`config.mk`:
```
export PLATFORM = sky130hd
export DESIGN_NAME = imu_frame_parser_top
export DESIGN_NICKNAME = d
export VERILOG_FILES = /design/src/rtl/ifp_pkg.sv /design/src/rtl/imu_frame_parser_top.sv /design/src/rtl/ifp_window.sv /design/src/rtl/ifp_decode.sv
export SDC_FILE = /design/constraint.sdc
export NUM_CORES = 1
export LEC_CHECK = 0
export ABC_AREA = 1
export BUFFER_PORTS_ARGS = -buffer_cell sky130_fd_sc_hd__buf_4
export CELL_PAD_IN_SITES_DETAIL_PLACEMENT = 0
export CELL_PAD_IN_SITES_GLOBAL_PLACEMENT = 1
export CORE_AREA = 8 8 153 155
export DETAILED_ROUTE_END_ITERATION = 10
export DIE_AREA = 0 0 161 163
export GPL_ROUTABILITY_DRIVEN = 1
export GPL_TIMING_DRIVEN = 0
export PLACE_DENSITY_LB_ADDON = 0.1
export SETUP_SLACK_MARGIN = 0.15
export SLEW_MARGIN = 20
export SYNTH_ARGS = -nofsm -noshare
export SYNTH_HDL_FRONTEND = slang
export SYNTH_HIERARCHICAL = 1
export SYNTH_SLANG_ARGS = --single-unit
```
`constraint.sdc`:
```
create_clock -name clk -period 6.59 [get_ports clk]
set_input_delay 0.3295 -clock clk [delete_from_list [all_inputs] [get_ports clk]]
set_output_delay 0.3295 -clock clk [all_outputs]
set_load 0.03 [all_outputs]
```
`src/rtl/ifp_pkg.sv`:
```
package ifp_pkg;

	// Frame layout
	localparam int FRAME_LEN = 11;
	localparam int SUM_LEN   = FRAME_LEN - 1;
	localparam int FILL_W    = $clog2(FRAME_LEN);
	localparam int BODY_LEN  = SUM_LEN - 2;

	// Header and frame type codes
	localparam logic [7:0] HEAD_BYTE   = 8'h55;
	localparam logic [7:0] TYPE_ACC    = 8'h51;
	localparam logic [7:0] TYPE_RATE   = 8'h52;
	localparam logic [7:0] TYPE_ANGLE  = 8'h53;
	localparam logic [7:0] TYPE_HEIGHT = 8'h56;

	typedef enum logic [1:0] {
		KIND_ACC    = 2'd0,
		KIND_RATE   = 2'd1,
		KIND_ANGLE  = 2'd2,
		KIND_HEIGHT = 2'd3
	} frame_kind_t;

	// Checked frame handed to the decode stage: kind and data bytes 2..9
	typedef struct packed {
		frame_kind_t          kind;
		logic [BODY_LEN*8-1:0] body;
	} frame_t;

	// Type byte to kind, with a flag for the types we report
	typedef struct packed {
		logic        known;
		frame_kind_t kind;
	} kind_dec_t;

	function automatic kind_dec_t decode_type(input logic [7:0] type_byte);
		kind_dec_t d;
		d.known = 1'b1;
		d.kind  = KIND_ACC;
		unique case (type_byte)
			TYPE_ACC:    d.kind = KIND_ACC;
			TYPE_RATE:   d.kind = KIND_RATE;
			TYPE_ANGLE:  d.kind = KIND_ANGLE;
			TYPE_HEIGHT: d.kind = KIND_HEIGHT;
			default:     d.known = 1'b0;
		endcase
		return d;
	endfunction

endpackage

```
`src/rtl/imu_frame_parser_top.sv`:
```
// A result word passes the stage 1 frame register and then the result register after the byte that completes its frame.
// Throughput: one byte per cycle while in_ready is high; the window update and checksum compare
// against a running sum are done on each byte as it is accepted, and the decode stage follows.
// Reset: arst_n clears the fill count, running checksum and both valid flags;
// the byte window itself needs no clearing since it is only read once full.
module imu_frame_parser_top (
	input  logic               clk,
	input  logic               arst_n,
	input  logic               in_valid,
	output logic               in_ready,
	input  logic [7:0]         rx_byte,
	output logic               out_valid,
	input  logic               out_ready,
	output logic [1:0]         frame_kind,
	output logic signed [15:0] axis_x,
	output logic signed [15:0] axis_y,
	output logic signed [15:0] axis_z,
	output logic [31:0]        height_value
);
	import ifp_pkg::*;

	logic   frame_valid;
	logic   frame_ready;
	frame_t frame;

	// Sliding window and frame check
	ifp_window u_window (
		.clk         (clk),
		.arst_n      (arst_n),
		.in_valid    (in_valid),
		.in_ready    (in_ready),
		.rx_byte     (rx_byte),
		.frame_valid (frame_valid),
		.frame_ready (frame_ready),
		.frame       (frame)
	);

	// Field extraction and result register
	ifp_decode u_decode (
		.clk          (clk),
		.arst_n       (arst_n),
		.frame_valid  (frame_valid),
		.frame_ready  (frame_ready),
		.frame        (frame),
		.out_valid    (out_valid),
		.out_ready    (out_ready),
		.frame_kind   (frame_kind),
		.axis_x       (axis_x),
		.axis_y       (axis_y),
		.axis_z       (axis_z),
		.height_value (height_value)
	);

endmodule

```
`src/rtl/ifp_window.sv`:
```
module ifp_window (
	input  logic              clk,
	input  logic              arst_n,
	input  logic              in_valid,
	output logic              in_ready,
	input  logic [7:0]        rx_byte,
	output logic              frame_valid,
	input  logic              frame_ready,
	output ifp_pkg::frame_t   frame
);
	import ifp_pkg::*;

	localparam logic [FILL_W-1:0] FULL_FILL = FILL_W'(SUM_LEN);

	logic [7:0]        window_q [SUM_LEN];
	logic [FILL_W-1:0] fill_q;
	logic [7:0]        sum_q;
	logic              frame_valid_s1;
	frame_t            frame_s1;

	logic      accept;
	logic      full;
	logic      hit;
	kind_dec_t type_dec;

	// Window check: the eleventh byte is the incoming word itself
	assign in_ready = !frame_valid_s1 || frame_ready;
	assign accept   = in_valid && in_ready;
	assign full     = (fill_q == FULL_FILL);
	assign hit      = full && (window_q[0] == HEAD_BYTE) && (sum_q == rx_byte);
	assign type_dec = decode_type(window_q[1]);

	// Fill count and running checksum of the stored bytes
	always_ff @(posedge clk or negedge arst_n) begin
		if (!arst_n) begin
			fill_q <= '0;
			sum_q  <= '0;
		end else if (accept) begin
			if (!full) begin
				fill_q <= fill_q + 1'b1;
				sum_q  <= sum_q + rx_byte;
			end else if (hit) begin
				fill_q <= '0;
				sum_q  <= '0;
			end else begin
				// slide by one: oldest byte leaves, new word joins
				sum_q  <= sum_q - window_q[0] + rx_byte;
			end
		end
	end

	// Byte storage
	always_ff @(posedge clk) begin
		if (accept) begin
			if (!full) begin
				window_q[fill_q] <= rx_byte;
			end else if (!hit) begin
				for (int i = 0; i < SUM_LEN - 1; i++) begin
					window_q[i] <= window_q[i+1];
				end
				window_q[SUM_LEN-1] <= rx_byte;
			end
		end
	end

	// Stage 1 register: a good frame of a reported type
	always_ff @(posedge clk or negedge arst_n) begin
		if (!arst_n) begin
			frame_valid_s1 <= 1'b0;
		end else if (in_ready) begin
			frame_valid_s1 <= accept && hit && type_dec.known;
		end
	end

	always_ff @(posedge clk) begin
		if (accept && hit) begin
			frame_s1.kind <= type_dec.kind;
			for (int i = 0; i < BODY_LEN; i++) begin
				frame_s1.body[i*8 +: 8] <= window_q[i+2];
			end
		end
	end

	assign frame_valid = frame_valid_s1;
	assign frame       = frame_s1;

endmodule

```
`src/rtl/ifp_decode.sv`:
```
module ifp_decode (
	input  logic               clk,
	input  logic               arst_n,
	input  logic               frame_valid,
	output logic               frame_ready,
	input  ifp_pkg::frame_t    frame,
	output logic               out_valid,
	input  logic               out_ready,
	output logic [1:0]         frame_kind,
	output logic signed [15:0] axis_x,
	output logic signed [15:0] axis_y,
	output logic signed [15:0] axis_z,
	output logic [31:0]        height_value
);
	import ifp_pkg::*;

	logic               out_valid_q;
	frame_kind_t        kind_q;
	logic signed [15:0] axis_x_q;
	logic signed [15:0] axis_y_q;
	logic signed [15:0] axis_z_q;
	logic [31:0]        height_q;

	logic               load;
	logic               is_height;

	assign frame_ready = !out_valid_q || out_ready;
	assign load        = frame_valid && frame_ready;
	assign is_height   = (frame.kind == KIND_HEIGHT);

	// Result word valid
	always_ff @(posedge clk or negedge arst_n) begin
		if (!arst_n) begin
			out_valid_q <= 1'b0;
		end else if (frame_ready) begin
			out_valid_q <= frame_valid;
		end
	end

	// Result fields: three little-endian axes, or a 32-bit height
	always_ff @(posedge clk) begin
		if (load) begin
			kind_q <= frame.kind;
			if (is_height) begin
				axis_x_q <= '0;
				axis_y_q <= '0;
				axis_z_q <= '0;
				height_q <= frame.body[63:32];
			end else begin
				axis_x_q <= signed'(frame.body[15:0]);
				axis_y_q <= signed'(frame.body[31:16]);
				axis_z_q <= signed'(frame.body[47:32]);
				height_q <= '0;
			end
		end
	end

	assign out_valid    = out_valid_q;
	assign frame_kind   = kind_q;
	assign axis_x       = axis_x_q;
	assign axis_y       = axis_y_q;
	assign axis_z       = axis_z_q;
	assign height_value = height_q;

endmodule
```
==> flow_summary.yaml <==
route:
  wl_per_cell_um: 16.5
  vias: 6023
  drc: 0
  ant_nets: 0
  post_drt_via_cell_ratio: 4.84
  wirelength_mm: 20.5
  dr.pass1.iters: 5
  drt_iter0_markers: 393
placed_design:
  dp_hpwl_mm: 15.2
  portBuffers: 95
  place.gp.congestion: 0.874
worst_setup_path:
  cp_num_cells: 7
  worst-path-buf-inv: 1
  r2r_setup_slack_ps: 3750
  end_kind: "register"
  critPathRequiredTime_ps: 6720
  critical_path_class: "reg2reg"
  cp_slowest_stage_delay_ps: 720
  cp_data_arrival_time_ps: 2970
  crit_fanout: 8
  crit_path_start_kind: "register"
  path_common_cell: "nand2_1"
  crit_family: "simple AND/OR/NAND/NOR gates"
  rr_startpoint: "u_decode/out_valid$_DFFE_PN0P_"
  rr_endpoint: "u_window/window_q[6][3]$_DFFE_PP_"
  path_cells: "nand2_1, inv_1, nand2_1, nand2_1, nor2_2, nand3_1, a21oi_1"
  reg2reg_depth: 7
  cp_slowest_cell: "a21oi_1"
  startpoint: "u_decode/out_valid$_DFFE_PN0P_"
synthesis:
  postSynthNetCount: 858
  synth_area_um2: 9950
  syn_avg_cell_area_um2: 12.1
  synth_warnings: 6
  synthMuxAreaShare: 0
  synth-seq-cells: 242
  synth-simple-area-share: 0.153
  synth.distinct_cells: 29
  synth-edff-count: 228
  synth_async_sr_flop_share: 0.0579
  yosysSeqAreaShare: 0.723
  synthAdderAreaFrac: 0.0350
  synth_top_family_by_area: "simple AND/OR/NAND/NOR gates"
  synth-compound-area-share: 0.0213
  synth-xor-area-share: 0.00616
  syn_inst: 823
  synth_ff_type: "edfxtp_1"
final_layout:
  layout-drive-gt1-share: 0.188
  area_growth_pct: 20.0
  num_antenna_cells: 0
  layout_common_cells: "edfxtp_1 (228), nand2_1 (214), inv_1 (124)"
  final_core_util: 0.574
  nFillCells: 1769
  nets: 987
  layout_commonest_cell: "edfxtp_1"
cts:
  cts_tree: "yes"
  clkSinkCount: 242
  cts_max_level: 1
  cts-root-buf: "clkbuf_16"
  cts_made_buffers: 25
  post_cts_buffers: 0
  clk_pin_slew_ps: 60
  cts_max_path_buffers: 3
  clk-insertion-delay-late_ps: 520
timing:
  fmax_ghz: 0.352
  setup-violations-final: 0
  fin_crit_ps: 2840
  slew_violations: 0
  hold_viol: 0
  max_slew.worst_pin.slew_ps: 826
  clock_skew_ps: 24.3
  rsz0062_at_grt: "false"
  period_share: 0.431
  relSlewSlack: 0.449
  setup_tns_ps: 0
global_routing:
  grt_overflow: 0
  grt_max_degree: 27
  grt_usage: 0.156
  grt_first_pass_wirelength_mm: 32.4
  antenna_found_initial: 0
  grt_pass1_vias: 6104
die:
  die_y_um: 163
  core.rowCount: 53
  ios: 96
  start_util: 0.478
  die_x_um: 161
  die_area_um2: 26200
  design.core.area_um2: 20800
min_path:
  hold-path-cell-count: 1
  holdPathEnd: "u_window/window_q[9][7]$_DFFE_PP_"
  hold_start: "rx_byte[7]"
  hold_path_class: "in2reg"
pwr:
  ir_worst_vdd_v: 0.000164
  p_leak_nw: 5.00
  powerDensity_nw_per_um2: 333
job:
  maxCapViolations: 0
run_status:
  outcome: "finished, final reports clean"
## per-stage QoR
stage                     area (um2)  std cells  total power [mW]  hold WS [ps]  setup slack, ps
after floorplan                 9950        823              2.51          33.9             1500
after global placement         11000       1193              2.72           200              441
after detailed placement       11200       1199              2.73           204             3450
after CTS                      11900       1245              4.03          12.4             3470
after global routing           11900       1245              4.21          17.4             3500
final                          11900       1245              3.98          44.2             3750
## layout make-up
cell class | instances | area, um2 | area share
multi-input combinational | 433 | 2170 | 0.181
timing repair buffer | 102 | 888 | 0.0744
tap | 275 | 344 | 0.0288
clock inverter | 9 | 76.3 | 0.00639
buffer | 17 | 114 | 0.00953
sequential | 242 | 7200 | 0.603
clock buffer | 36 | 667 | 0.0558
inverter | 131 | 492 | 0.0412
## Yosys cell counts, types with 2 or more instances
cell type,number,area [um2]
buf_6,3,33.8
nor2_4,2,22.5
edfxtp_1,228,6850
o21ai_0,14,70.1
a21oi_1,11,55.1
buf_2,13,65.1
o22ai_1,2,12.5
nand2_1,214,803
nand2_4,8,90.1
nand2_2,2,12.5
fa_1,8,160
o21ai_1,5,25.0
nor2_1,96,360
xor2_1,5,43.8
nor2_2,12,75.1
dfrtp_1,14,350
ha_1,15,188
nand4_1,4,25.0
inv_1,124,465
nor3_1,3,15.0
nand3_1,21,105
a31oi_1,3,18.8
xnor2_1,2,17.5
inv_2,7,26.3
a21o_1,3,22.5
## where the power goes
| part | internal [mW] | switching (mW) |
|---|---|---|
| Clock | 0.743 | 0.536 |
| Sequential | 1.83 | 0.0820 |
| Combinational | 0.277 | 0.518 |
| Total | 2.85 | 1.14 |
## metal layers
layer / wire (um) / vias up / track usage
met1: 8570 / 2901 / 0.189
met4: 480 / 0 / 0.0509
met3: 1210 / 37 / 0.0329
li1: - / 2947 / -
met5: 0 / - / 0
met2: 10300 / 138 / 0.276
## what timing repair did
action / in CTS / in global routing
endpoints found under the hold margin: 14 / 0
resized for setup: 0 / 0
hold buffers: 1 / 0
## how the worst max path moves through the flow
stage                                               to  slack [ps]
2_1_floorplan         u_decode/axis_x[0]$_SDFFCE_PN0P_        1500
3_3_place_gp   u_decode/height_value[29]$_SDFFCE_PP0P_         440
3_5_place_dp         u_window/window_q[4][3]$_DFFE_PP_        3450
4_1_cts              u_window/window_q[4][3]$_DFFE_PP_        3470
5_1_grt              u_window/window_q[6][3]$_DFFE_PP_        3500
6_report             u_window/window_q[6][3]$_DFFE_PP_        3750
## cell families after synthesis
| family | count (synthesis) |
|---|---|
| compound gates | 39 |
| xor+xnor | 7 |
| fa+ha+maj | 23 |
| buf+inv | 148 |
| flops | 242 |
| simple gates | 364 |
## sequential cells by signal, indices dropped and copies added (netlist names)
signal	count
u_decode/frame_kind	2
u_window/fill_q	4
u_decode/axis_y	16
u_window/frame	66
u_decode/height_value	32
u_decode/axis_z	16
u_decode/axis_x	16
u_decode/out_valid	1
u_window/sum_q	8
u_window/frame_valid	1
u_window/window_q	80
No activity file was read; power rests on OpenSTA's default activity.
